--- src/hw/rtl/smdu_pkg.sv ---
`timescale 1ns / 1ps
// ----------------------------------------------------------------------------
// smdu_pkg
// shared types and constants of the simd multiply/divide unit
// ----------------------------------------------------------------------------
package smdu_pkg;

  localparam int unsigned WordsPerQuad = 4;
  localparam int unsigned InTdataW     = 264;
  localparam int unsigned OutTdataW    = 392;

  typedef enum logic [3:0] {
    OP_MULT    = 4'd0,
    OP_MULTU   = 4'd1,
    OP_DIV     = 4'd2,
    OP_DIVU    = 4'd3,
    OP_PMULTH  = 4'd4,
    OP_PMULTW  = 4'd5,
    OP_PMULTUW = 4'd6,
    OP_PDIVW   = 4'd7,
    OP_PDIVUW  = 4'd8,
    OP_PDIVBW  = 4'd9
  } op_e;

  // request to an arithmetic unit
  typedef struct packed {
    logic        start;
    logic        sgn;
    logic [31:0] a;
    logic [31:0] b;
  } req_t;

  // response: multiplier gives the product, divider gives {remainder, quotient}
  typedef struct packed {
    logic        done;
    logic [63:0] res;
  } rsp_t;

endpackage

--- src/hw/rtl/smdu_mul.sv ---
`timescale 1ns / 1ps
// ----------------------------------------------------------------------------
// smdu_mul
// registered 32x32 signed/unsigned multiplier; product and done follow the start in the next cycle
// ----------------------------------------------------------------------------
module smdu_mul (
  input  logic          clk_i,
  input  logic          rst_ni,
  input  smdu_pkg::req_t req_i,
  output smdu_pkg::rsp_t rsp_o
);

  logic        done_q;
  logic [63:0] prod_q;
  logic [65:0] prod;

  assign prod = $signed({req_i.sgn & req_i.a[31], req_i.a})
              * $signed({req_i.sgn & req_i.b[31], req_i.b});

  always_ff @(posedge clk_i or negedge rst_ni) begin
    if (!rst_ni) begin
      done_q <= 1'b0;
    end else begin
      done_q <= req_i.start;
    end
  end

  always_ff @(posedge clk_i) begin
    if (req_i.start) begin
      prod_q <= prod[63:0];
    end
  end

  assign rsp_o.done = done_q;
  assign rsp_o.res  = prod_q;

endmodule

--- config.mk ---
export PLATFORM = sky130hd
export DESIGN_NAME = smdu_mul
export DESIGN_NICKNAME = d
export VERILOG_FILES = /design/src/hw/rtl/smdu_pkg.sv /design/src/hw/rtl/smdu_mul.sv
export SDC_FILE = /design/constraint.sdc
export NUM_CORES = 2
export LEC_CHECK = 0
export BUFFER_PORTS_ARGS = -buffer_cell sky130_fd_sc_hd__buf_4
export CAP_MARGIN = 20
export CORE_MARGIN = 2
export CORE_UTILIZATION = 40
export CTS_BUF_LIST = sky130_fd_sc_hd__clkbuf_2 sky130_fd_sc_hd__clkbuf_4 sky130_fd_sc_hd__clkbuf_8
export CTS_CLUSTER_SIZE = 25
export DETAILED_ROUTE_END_ITERATION = 8
export SETUP_SLACK_MARGIN = 0.2
export SLEW_MARGIN = 15
export SYNTH_ARGS = -nofsm -noshare
export SYNTH_HDL_FRONTEND = slang
export SYNTH_SLANG_ARGS = --single-unit
--- constraint.sdc ---
create_clock -name clk_i -period 0.8 [get_ports clk_i]
set_input_delay 0.12 -clock clk_i [delete_from_list [all_inputs] [get_ports clk_i]]
set_output_delay 0.12 -clock clk_i [all_outputs]
set_load 0.02 [all_outputs]
Word-level counts from Yosys, hierarchy flattened
Cells that the tools add are included.
- bits in registers: 65
- latch bits: 0
- bits in writable memories: 0
- memory bits (read-only): 0
- input port bits: 68
- output and inout bits: 65
- word-level logic and storage cells: 5
- memories: 0
- add/subtract/negate cells: 0
- multipliers: 1
- div/mod/pow operators: 0
- magnitude comparators: 0
- eq/ne operators: 0
- shift operators: 0
- multiplexer cells: 0
- bitwise gates (word level): 2
- reductions and logical operators: 0
- operators with widths (kind ; count):
    33-bit by 33-bit multiplier with 64-bit output ; 1
    1-bit AND ; 2

Longest topological paths before layout
- word-level depth: 2
- depth in mapped cells: 29
- depth with buffers taken out: 27

Least setup slack after synthesis
OpenSTA, ideal clock, no wires.
- path kind: input to register
- start: input port req_i[64] (netlist bit)
- end: register prod_q[57] (data pin)
- library setup time: 0.260 ns
- arrival: 7.648 ns
- required time: 0.540 ns
- setup slack: -7.108 ns
- stages: 25
- buffers on the path: 3
- path through: clkbuf_1 clkbuf_1 and3_1 fa_1 fa_1 fa_1 inv_1 fa_1 inv_1 fa_1 fa_1 inv_1 fa_1 fa_1 inv_1 ha_1 clkbuf_1 and3_1 and2_1 a221o_1 a31oi_2 a21oi_2 or3_1 a21oi_2 xnor2_1
- word-level cells in the longest chain between the ends: 2
- elaborated cells on any way between the ends: 3
- those cells by class: 1 x mul; 2 x bitwise
- RTL lines (what ; line ; text):
    start: declaration ; smdu_mul.sv:9 ; input smdu_pkg::req_t req_i,
    1-bit AND, on equally long branches ; smdu_mul.sv:17, smdu_mul.sv:18 ;
    33-bit by 33-bit multiplier with 64-bit output * ; smdu_mul.sv:18 ; * $signed({req_i.sgn & req_i.b[31], req_i.b});
    net prod[57] ; smdu_mul.sv:15 ; logic [65:0] prod;
    end signal: assignment ; smdu_mul.sv:30 ; prod_q <= prod[63:0];
    end: declaration ; smdu_mul.sv:14 ; logic [63:0] prod_q;
Mark *: on every way through the listed nets, which the timed path passes. The rest lies on a longest branch.
A chain may end at the register's enable or synchronous reset.

Worst setup path in the final report
- start: input port req_i[64] (netlist bit)
- end: register prod_q[59] (data pin)
Same word-level chain as after synthesis.

==> results.cfg <==
[finish]
final-instance-count-excl-fill = 6089
multi_input_area_sq_um = 35200
final_design_instance_area_without_fill_sq_um = 50600
layout-drive-gt1-share_pct = 24.8
sequential_cell_area_sq_um = 1950
final_core_utilization_pct = 51.3
finish.net_count = 6202
insertedDiodeCount = 0
syn_to_final_growth_pct = 26.7
layout.filler_cells = 9048

[drt]
met2_length_um = 63800
drtAntennaViolNets = 0
routed_wl_um = 116000
drt_pre_antenna_iters = 5
drt-initial-drc-count = 1563
m1WireLength_um = 43700
vias_per_cell = 4.90
drcViolationCount = 0
met3_length_um = 3880
highest_layer = met4
vias = 29807
post_drt_wl_per_cell_um = 19.1

[clock_network]
clock_buffers_created_by_tritoncts = 9
tritoncts = yes
cts_buffer_depth = 2
clk_pin_slew_ns = 0.10
clock-sinks = 65
cts_htree_levels = 3
clk_root_buffer_cell = sky130_fd_sc_hd__clkbuf_8

[global_route]
antenna_found_initial = 1
pin_count_of_the_biggest_net_entering_global_routing = 27
groute.usage.overall_pct = 24.2
vias_in_the_first_global_route = 34105
gr-total-overflow = 0
grt_first_pass_wirelength_um = 190000

[logic_synthesis]
synth_compound_area_share_pct = 3.39
synth-simple-area-share_pct = 14.6
yosys_warnings = 0
synth_cell_types = 70
async_flop_share_pct = 1.54
syn_nets = 5653
avgSynthCellArea_sq_um = 9.41
most_common_cell_in_the_synthesized_netlist = sky130_fd_sc_hd__fa_1
ys_top_cells_by_count = sky130_fd_sc_hd__fa_1 (1125), sky130_fd_sc_hd__inv_1 (1097), sky130_fd_sc_hd__nand2_1 (726), sky130_fd_sc_hd__and2_1 (360)
synth_xor_area_share_pct = 1.62
yosysSeqAreaShare_pct = 4.87
yosysTopAreaCell = sky130_fd_sc_hd__fa_1
ys_dominant_reg_cell = sky130_fd_sc_hd__edfxtp_1
synth_largest_type_area_fraction_pct = 56.4
syn_inst = 4248
synth_top_family_by_area = adder cells
adder_cell_fraction_of_synth_area_pct = 63.0
synth_edf_count = 64
post_synth_main_area_contributors = sky130_fd_sc_hd__fa_1 (56%), sky130_fd_sc_hd__inv_1 (10%), sky130_fd_sc_hd__nand2_1 (6.8%), sky130_fd_sc_hd__ha_1 (6.6%), sky130_fd_sc_hd__and2_1 (5.6%)
total_standard_cell_area_after_synthesis_sq_um = 40000
yosys_register_bits = 65
synth.mux.area_fraction_pct = 0.0251

[timing]
worst_slew_pin_slew_ns = 0.421
grt_setup_unrepaired = yes
fin_crit_sh_pct = 876
slew_headroom_pct = 71.8
setup_viol = 128
timing.final.hold_violations = 0
fin_worst_hold_slack_ns = 0.0328
finalCriticalPeriod_ns = 7.01
fin_ws_ns = -6.21
achievable-frequency_mhz = 143
timing_max_transition_violations_final = 0

[worst_setup_path]
cp_num_buf_inv = 10
critical_path_class = primary input to register
worstSetupEndpointType = register
worst_path_largest_cell_delay_ns = 0.58
timing.critical_path.max_delay_family = adder cells
cp_data_required_time_ns = 0.96
crit_arrival_ns = 7.17
crit_slowest_cell = sky130_fd_sc_hd__fa_1
path_max_fanout = 6
critical_path.startpoint_type = primary input
crit_path_frequent_cell = sky130_fd_sc_hd__fa_1

[floorplan]
initial_core_util_pct = 40.5
dieWidth_um = 320
rows = 115
die_area_sq_um = 102000
die_height_um = 320
core_sq_um = 98700
design.portCount = 133

[run_status]
failing_checks = setup timing
outcome = complete, but fails checks

[place]
port_buffers = 132
postPlaceCellArea_sq_um = 47100
dp_hpwl_um = 101000
dp.cells = 5979
finalWeightedCongestion = 0.863

[worst_hold_path]
type_of_the_tightest_min_delay_check = primary input to async pin

[run]
max_cap_viol_count = 0
-- through the flow --
step	setup TNS, ns	setup slack (ns)
4_1_cts	-340.89	-6.17
2_1_floorplan	-307.17	-6.50
3_3_place_gp	-364.71	-7.02
5_1_grt	-355.55	-6.40
6_report	-343.75	-6.21
3_5_place_dp	-366.70	-7.09
-- worst max-delay path by stage --
stage,start,to,slack [ns],cells past startpoint
CTS,req_i[64],prod_q[61],-6.17,30
detailed placement,req_i[64],prod_q[59],-7.09,28
global placement,req_i[10],prod_q[57],-7.02,26
global route,req_i[64],prod_q[61],-6.40,30
finish,req_i[64],prod_q[59],-6.21,30
floorplan,req_i[64],prod_q[57],-6.50,28
-- flip-flops by register name, indices dropped and copies added, names as in the netlist --
name,count
done_q,1
prod_q,64
-- layout by cell type (no fill, tap or decap), types with 18 or more instances in the layout --
master                     synthesis  layout
sky130_fd_sc_hd__fa_1           1125    1078
sky130_fd_sc_hd__xnor2_1          53      36
sky130_fd_sc_hd__nand2_1         726     685
sky130_fd_sc_hd__buf_12            0      63
sky130_fd_sc_hd__and2_1          360     314
sky130_fd_sc_hd__a21o_1           24      23
sky130_fd_sc_hd__and2_4            1      47
sky130_fd_sc_hd__and3_1           26      22
sky130_fd_sc_hd__nand2_2           1      27
sky130_fd_sc_hd__ha_4              0      51
sky130_fd_sc_hd__buf_8             0      18
sky130_fd_sc_hd__ha_1            212     160
sky130_fd_sc_hd__buf_4             1     489
sky130_fd_sc_hd__inv_2             0      63
sky130_fd_sc_hd__fa_2              0      47
sky130_fd_sc_hd__inv_1          1097    1028
sky130_fd_sc_hd__a21oi_1          61      32
sky130_fd_sc_hd__a21oi_2           2      21
sky130_fd_sc_hd__edfxtp_1         64      64
sky130_fd_sc_hd__nor2_1           59      49
sky130_fd_sc_hd__buf_6             1     178
-- what timing repair did --
action	CTS	global route
hold endpoints to repair	1	0
setup buffers	71	13
pin swaps	182	77
gates cloned	9	0
endpoints found under the setup margin	129	128
gates resized for setup	439	121
hold buffers	1	0
-- layer usage --
| layer | vias up | track usage [%] |
|---|---|---|
| li1 | 13224 | - |
| met1 | 15743 | 28.5 |
| met2 | 650 | 46.0 |
| met3 | 190 | 2.06 |
| met4 | 0 | 7.71 |
| met5 | - | 0 |
-- layout make-up --
class	count	share of cell area, %
inverters	1097	8.17
flip-flops and latches	65	3.85
well taps	1287	3.18
clock inverters	7	0.148
repair buffers	761	14.9
clock buffers	9	0.245
multi-input cells	2863	69.5
-- logic make-up after synthesis --
kind of cell | count (synthesis)
xor gates and xnor gates | 74
AOI/OAI and AO/OA | 200
DFF | 65
and+or+nand+nor | 1251
adders and majority gates | 1337
muxes | 1
buffers and inverters | 1320
Power is left out: the tool's default activity adds up to more than one toggle a clock period on the data nets, which glitch-free logic cannot reach.
