--- src/hw/rtl/smdu_pkg.sv ---
`timescale 1ns / 1ps
// ----------------------------------------------------------------------------
// smdu_pkg
// shared types and constants of the simd multiply/divide unit
// ----------------------------------------------------------------------------
package smdu_pkg;

  localparam int unsigned WordsPerQuad = 4;
  localparam int unsigned InTdataW     = 264;
  localparam int unsigned OutTdataW    = 392;

  typedef enum logic [3:0] {
    OP_MULT    = 4'd0,
    OP_MULTU   = 4'd1,
    OP_DIV     = 4'd2,
    OP_DIVU    = 4'd3,
    OP_PMULTH  = 4'd4,
    OP_PMULTW  = 4'd5,
    OP_PMULTUW = 4'd6,
    OP_PDIVW   = 4'd7,
    OP_PDIVUW  = 4'd8,
    OP_PDIVBW  = 4'd9
  } op_e;

  // request to an arithmetic unit
  typedef struct packed {
    logic        start;
    logic        sgn;
    logic [31:0] a;
    logic [31:0] b;
  } req_t;

  // response: multiplier gives the product, divider gives {remainder, quotient}
  typedef struct packed {
    logic        done;
    logic [63:0] res;
  } rsp_t;

endpackage

--- src/hw/rtl/smdu_div.sv ---
`timescale 1ns / 1ps
// ----------------------------------------------------------------------------
// smdu_div
// radix-2 restoring divider, 32 iterations, signed or unsigned
// ----------------------------------------------------------------------------
module smdu_div (
  input  logic          clk_i,
  input  logic          rst_ni,
  input  smdu_pkg::req_t req_i,
  output smdu_pkg::rsp_t rsp_o
);

  logic        busy_q, done_q, nq_q, nr_q;
  logic [4:0]  cnt_q;
  logic [31:0] dvd_q, rem_q, mb_q;
  logic [63:0] res_q;
  logic        na, nb, ge;
  logic [32:0] tmp;
  logic [33:0] diff;
  logic [31:0] qn, rn;

  assign na   = req_i.sgn & req_i.a[31];
  assign nb   = req_i.sgn & req_i.b[31];
  assign tmp  = {rem_q, dvd_q[31]};
  assign diff = {1'b0, tmp} - {2'b00, mb_q};
  assign ge   = ~diff[33];
  assign rn   = ge ? diff[31:0] : tmp[31:0];
  assign qn   = {dvd_q[30:0], ge};

  always_ff @(posedge clk_i or negedge rst_ni) begin
    if (!rst_ni) begin
      busy_q <= 1'b0;
      done_q <= 1'b0;
      cnt_q  <= '0;
    end else begin
      done_q <= 1'b0;
      if (req_i.start) begin
        busy_q <= 1'b1;
        cnt_q  <= '0;
      end else if (busy_q) begin
        cnt_q <= cnt_q + 5'd1;
        if (cnt_q == 5'd31) begin
          busy_q <= 1'b0;
          done_q <= 1'b1;
        end
      end
    end
  end

  always_ff @(posedge clk_i) begin
    if (req_i.start) begin
      dvd_q <= na ? (32'd0 - req_i.a) : req_i.a;
      mb_q  <= nb ? (32'd0 - req_i.b) : req_i.b;
      rem_q <= '0;
      nq_q  <= na ^ nb;
      nr_q  <= na;
    end else if (busy_q) begin
      dvd_q <= qn;
      rem_q <= rn;
      if (cnt_q == 5'd31) begin
        res_q <= {nr_q ? (32'd0 - rn) : rn, nq_q ? (32'd0 - qn) : qn};
      end
    end
  end

  assign rsp_o.done = done_q;
  assign rsp_o.res  = res_q;

endmodule
--- config.mk ---
export PLATFORM = sky130hd
export DESIGN_NAME = smdu_div
export DESIGN_NICKNAME = d
export VERILOG_FILES = /design/src/hw/rtl/smdu_pkg.sv /design/src/hw/rtl/smdu_div.sv
export SDC_FILE = /design/constraint.sdc
export NUM_CORES = 1
export LEC_CHECK = 0
export ABC_CLOCK_PERIOD_IN_PS = 6900
export BUFFER_PORTS_ARGS = -buffer_cell sky130_fd_sc_hd__buf_2
export CORE_MARGIN = 2
export CORE_UTILIZATION = 27
export DETAILED_ROUTE_END_ITERATION = 12
export PLACE_DENSITY = 0.42
export SETUP_SLACK_MARGIN = 0.3
export SYNTH_ARGS = -nofsm -noshare
export SYNTH_HDL_FRONTEND = slang
export SYNTH_SLANG_ARGS = --single-unit
export TNS_END_PERCENT = 5
--- constraint.sdc ---
create_clock -name clk_i -period 6.9 [get_ports clk_i]
set_input_delay 1.38 -clock clk_i [delete_from_list [all_inputs] [get_ports clk_i]]
set_output_delay 1.38 -clock clk_i [all_outputs]
set_load 0.05 [all_outputs]
Word-level counts from Yosys, hierarchy flattened
Index checks and enable logic that the tools add are counted.
- output and inout bits: 65
- logic and storage cells: 38
- register bits: 169
- multiplexer cells: 15
- bitwise gates (word level): 5
- reductions and logical operators: 2
- eq/ne operators: 1
- add/sub/neg operators: 6
- operators by type and width (kind ; number):
    $mux 32 ; 7
    $sub 1x32->32 const A ; 4
    $sub 33x32->34 ; 1
    $mux 5 ; 2
    $mux 1 ; 6
    $add 5x1->5 const B ; 1
    $eq 5x5->1 const B ; 1
    $reduce_and 3->1 ; 1
    $and 1x1->1 ; 2
    $not 1->1 ; 2
    $reduce_bool 2->1 ; 1
    $xor 1x1->1 ; 1

Logic depth before layout (Yosys ltp)
- depth in word-level cells: 4
- gate-level depth with buffers: 22
- depth with buffers taken out: 18

Worst setup path after synthesis
OpenSTA, ideal clock, no wires.
- path kind: input -> register
- start point: input req_i[65] in the netlist's numbering
- end point: register res_q[0], enable pin
- setup time: 0.564 ns
- data arrival time: 6.141 ns
- setup slack: 0.194 ns
- stages on the path: 3
- required time: 6.336 ns
- buffers on the path: 2
- cells stage by stage: clkbuf_1 -> clkbuf_1 -> nor3_1
- word-level cells in the longest chain between the ends: 2
- RTL lines (item ; line ; text):
    from (decl) ; smdu_div.sv:9 ; input smdu_pkg::req_t req_i,
    $not 1->1 (no source line) ; - ;
    $reduce_and 3->1 (no source line) ; - ;
    to (signal assigned) ; smdu_div.sv:61 ; res_q <= {nr_q ? (32'd0 - rn) : rn, nq_q ? (32'd0 - qn) : qn};
    to (decl) ; smdu_div.sv:16 ; logic [63:0] res_q;
Every way passes these cells.
A chain may end at the register's enable or synchronous reset.

Final worst setup path
- start point: register rem_q[11]
- end point: register res_q[62] (data pin)
- word-level cells in the longest chain between the ends: 4
- RTL lines (item ; line ; text):
    from (decl) ; smdu_div.sv:15 ; logic [31:0] dvd_q, rem_q, mb_q;
    from (signal assigned) ; smdu_div.sv:59 ; rem_q <= rn;
    $sub 33x32->34 ; smdu_div.sv:25 ; assign diff = {1'b0, tmp} - {2'b00, mb_q};
    $mux 32 (*) ; smdu_div.sv:27 ; assign rn = ge ? diff[31:0] : tmp[31:0];
    $sub 1x32->32 ; smdu_div.sv:61 ;
    $mux 32 (*) ; smdu_div.sv:61 ;
Mark *: on every way between the ends. The rest lies on a longest branch, timed or not.

==> qor.yml <==
ant_nets: 0
area_delta_synth_final_pct: 15.74
comb_power_share_pct: 49.9
yosysWarnings: 0
fp.dieH_um: 208.1
wl_per_cell_um: 18.02
start_util_pct: 27.43
worst_ep_required_time_ns: 7.08
max_freq_ghz: 0.2057
clock_latency_ns: 0.47
cp-start-kind: "register"
tritoncts: "built"
worstPathMaxFanout: 9
postCtsResizedCells: 0
antenna_found_initial: 16
min_path_cells: 2
ys_async_sr_fraction_pct: 4.142
grt_max_degree: 62
synth_nets: 1325
relSlewSlack_pct: 27.16
wl_mm: 33.73
path_cells: "ha_1 > nand2_1 > nor3_1 > o21ai_2 > a21boi_2 > a221o_2 > mux2i_1 > ha_1 > nand2_1 > or3_1 > or3_1 > nor4_1 > a31o_2 > nand4b_1 > o21ai_0 > xnor2_1"
clk_path_buf_depth: 2
die_area_um2: 43310
port_buffers: 132
r2r_end: "res_q[62]"
via_per_inst: 4.968
cts_setup_buffers: 0
critPathSlowestCell: "ha_1"
hpwl_mm: 25.63
gp_congestion: 0.8412
r2r_slack_ns: 2.04
fin_util_pct: 31.74
track_usage_pct: 15.83
skew_ns: 0.01923
boundaryPins: 133
hold_path.class: "register to register"
crit_buf_inv: 0
slowest_delay_ns: 0.53
synth_area_leaders: "edfxtp_1 (35%), xnor2_1 (6.4%), dfxtp_1 (5.7%), nor2_1 (4.7%), xor2_1 (4.4%)"
synth_top_area_cell: "edfxtp_1"
nNetsFinal: 1427
crit_path_end_kind: "register"
cts-buffers-inserted: 17
layout-drive-gt1-share_pct: 16.13
ys_seq_area_share_pct: 41.95
cts_hold_buf: 0
leakagePower_nw: 5.007
ys.flop_type: "edfxtp_1"
clkSlewWorstSetupHoldPaths_ns: 0.07
fp.dieW_um: 208.1
p_sw_share_pct: 44.31
tightest_slew_ns: 1.093
postSynthAreaPerCell_um2: 9.236
root_buffer: "clkbuf_16"
route.detailed.drc: 0
fin_crit_ns: 4.861
netlist_area_um2: 11250
p_per_area_nw_per_um2: 392.5
netSwitchingPower_mw: 2.265
grt_pass1_wl_mm: 52.95
rsz0062_at_grt: "no"
synth_edf_count: 130
vdd_ir_drop_max_v: 0.0002352
hp-start: "rem_q[29]"
fin_crit_sh_pct: 70.45
arrival_ns: 5.05
crit_family: "simple AND/OR/NAND/NOR gates"
drtIter0Drc: 759
outcome: "completed"
synth-seq-cells: 169
fillers: 4328
htreeDepth: 4
core_area_um2: 41020
p_clk_share_pct: 20.9
rows: 74
maxCapViolCount: 0
dr_total_vias: 9301
min_delay_worst_endpoint: "rem_q[29]"
worst-r2r-cell-count: 16
synth_cell_types: 79
clkSinkCount: 169
pwr-share-seq_pct: 29.1
overflow: 0
intPower_mw: 2.846
finalHoldViolations: 0
final_max_slew_viol_count: 0
drt_first_pass_iters: 5
setup_tns_ns: 0
synth.top_cell.area_share_pct: 34.70
syn_inst: 1218
reg2reg_from: "rem_q[11]"
grt_pass1_vias: 8983
worst-setup-path-type: "register to register"
setup_viol: 0
sequential cells by signal, summed over array words and instances, names as in the netlist:
signal and flops:
busy_q 1, cnt_q 5, done_q 1, dvd_q 32
mb_q 32, nq_q 1, nr_q 1, rem_q 32
res_q 64
metal layers:
metal  GRT usage, %  up-vias  wire length [µm]  share of wire (%)
li1               -     4639                 -                  -
met1          22.06     4381             16500                 49
met2          23.88      220             14650                 43
met3          4.438       43              1912                5.7
met4          4.441       18               540                1.6
met5              0        -               123               0.36
worst min-delay path: cells and delay by family (launching register included):
kind / cells / cell delay, ns
flip-flops: 1 / 0.33
AND/OR/NAND/NOR: 1 / 0.09
AO/OA/AOI/OAI: 1 / 0.05
kinds of logic after synthesis:
group | count (synthesis) | share of synthesized area [%]
AO/OA/AOI/OAI | 316 | 18.51
XOR/XNOR | 139 | 10.82
adder cells (fa/ha/maj) | 39 | 4.404
buffers and inverters | 116 | 4.426
flip-flops | 169 | 41.95
multiplexers | 19 | 1.713
AND/OR/NAND/NOR | 420 | 18.17
layout by cell type (no fill, tap or decap), types with 11 or more instances in the layout:
| cell | synthesis | layout |
|---|---|---|
| or3_1 | 13 | 13 |
| nand2_1 | 107 | 107 |
| dfxtp_1 | 32 | 32 |
| a21oi_1 | 96 | 96 |
| nor3_1 | 31 | 30 |
| xnor2_1 | 82 | 82 |
| a211oi_1 | 29 | 29 |
| inv_1 | 59 | 59 |
| nor4_1 | 13 | 13 |
| mux2i_1 | 17 | 17 |
| nand3_1 | 14 | 14 |
| nor2_1 | 142 | 142 |
| o41ai_1 | 11 | 11 |
| nand2b_1 | 13 | 13 |
| o31ai_1 | 19 | 19 |
| edfxtp_1 | 130 | 130 |
| xor2_1 | 57 | 57 |
| buf_2 | 11 | 131 |
| o21ai_1 | 11 | 11 |
| clkbuf_16 | 0 | 17 |
| o21ai_0 | 64 | 64 |
| and2_1 | 12 | 12 |
| a21o_1 | 14 | 14 |
| ha_1 | 38 | 38 |
cells in the mapped netlist, types with 6 or more instances:
master	count
nor2_1	142
edfxtp_1	130
nand2_1	107
a21oi_1	96
xnor2_1	82
o21ai_0	64
inv_1	59
xor2_1	57
ha_1	38
clkbuf_1	34
dfxtp_1	32
nor3_1	31
a211oi_1	29
o31ai_1	19
mux2i_1	17
a21o_1	14
nand3_1	14
nand2b_1	13
nor4_1	13
or3_1	13
and2_1	12
buf_2	11
o21ai_1	11
o41ai_1	11
nand4_1	10
or2_2	10
or4_1	10
a31oi_1	9
nand3b_1	8
dfrtp_1	7
o21a_1	7
nor2b_1	6
o41ai_2	6
worst max-delay path by stage:
stage	endpoint	depth (start not counted)	startpoint	slack, ns
finish	res_q[62]	16	rem_q[11]	2.04
global route	res_q[62]	16	rem_q[23]	1.66
CTS	res_q[62]	16	rem_q[11]	1.99
detailed placement	res_q[62]	16	rem_q[11]	2.03
global placement	res_q[62]	16	rem_q[12]	2.11
floorplan	res_q[0]	3	req_i[65]	2.20
metrics by stage:
| stage | cells | area (µm²) | total power [mW] | worst slack, ns | hold slack (ns) |
|---|---|---|---|---|---|
| 6_report | 1872 | 13020 | 5.110 | 2.039 | 0.5186 |
| 5_1_grt | 1869 | 13010 | 5.495 | 1.665 | 0.5591 |
| 4_1_cts | 1865 | 13000 | 5.147 | 1.993 | 0.5177 |
| 3_5_place_dp | 1833 | 12370 | 4.044 | 2.033 | 0.5067 |
| 3_3_place_gp | 1833 | 12370 | 4.052 | 2.113 | 0.4926 |
| 2_1_floorplan | 1218 | 11250 | 3.382 | 2.198 | 0.4709 |
power groups by stage:
stage | clock, mW | combinational, mW | sequential, mW
2_1_floorplan | 0 | 1.94 | 1.44
3_3_place_gp | 0 | 2.55 | 1.50
3_5_place_dp | 0 | 2.54 | 1.51
4_1_cts | 1.11 | 2.55 | 1.49
5_1_grt | 1.14 | 2.84 | 1.52
6_report | 1.07 | 2.55 | 1.49
final cells by class:
class / instances / area, µm² / share of cell area [%]
Sequential cell: 169 / 4721 / 36.26
Multi-Input combinational cell: 933 / 6043 / 46.42
Antenna cell: 7 / 17.52 / 0.1345
Timing Repair Buffer: 139 / 715.7 / 5.497
Clock inverter: 15 / 206.4 / 1.586
Tap cell: 532 / 665.6 / 5.112
Clock buffer: 17 / 425.4 / 3.267
Inverter: 60 / 225.2 / 1.730
(Power assumes the default switching activity.)
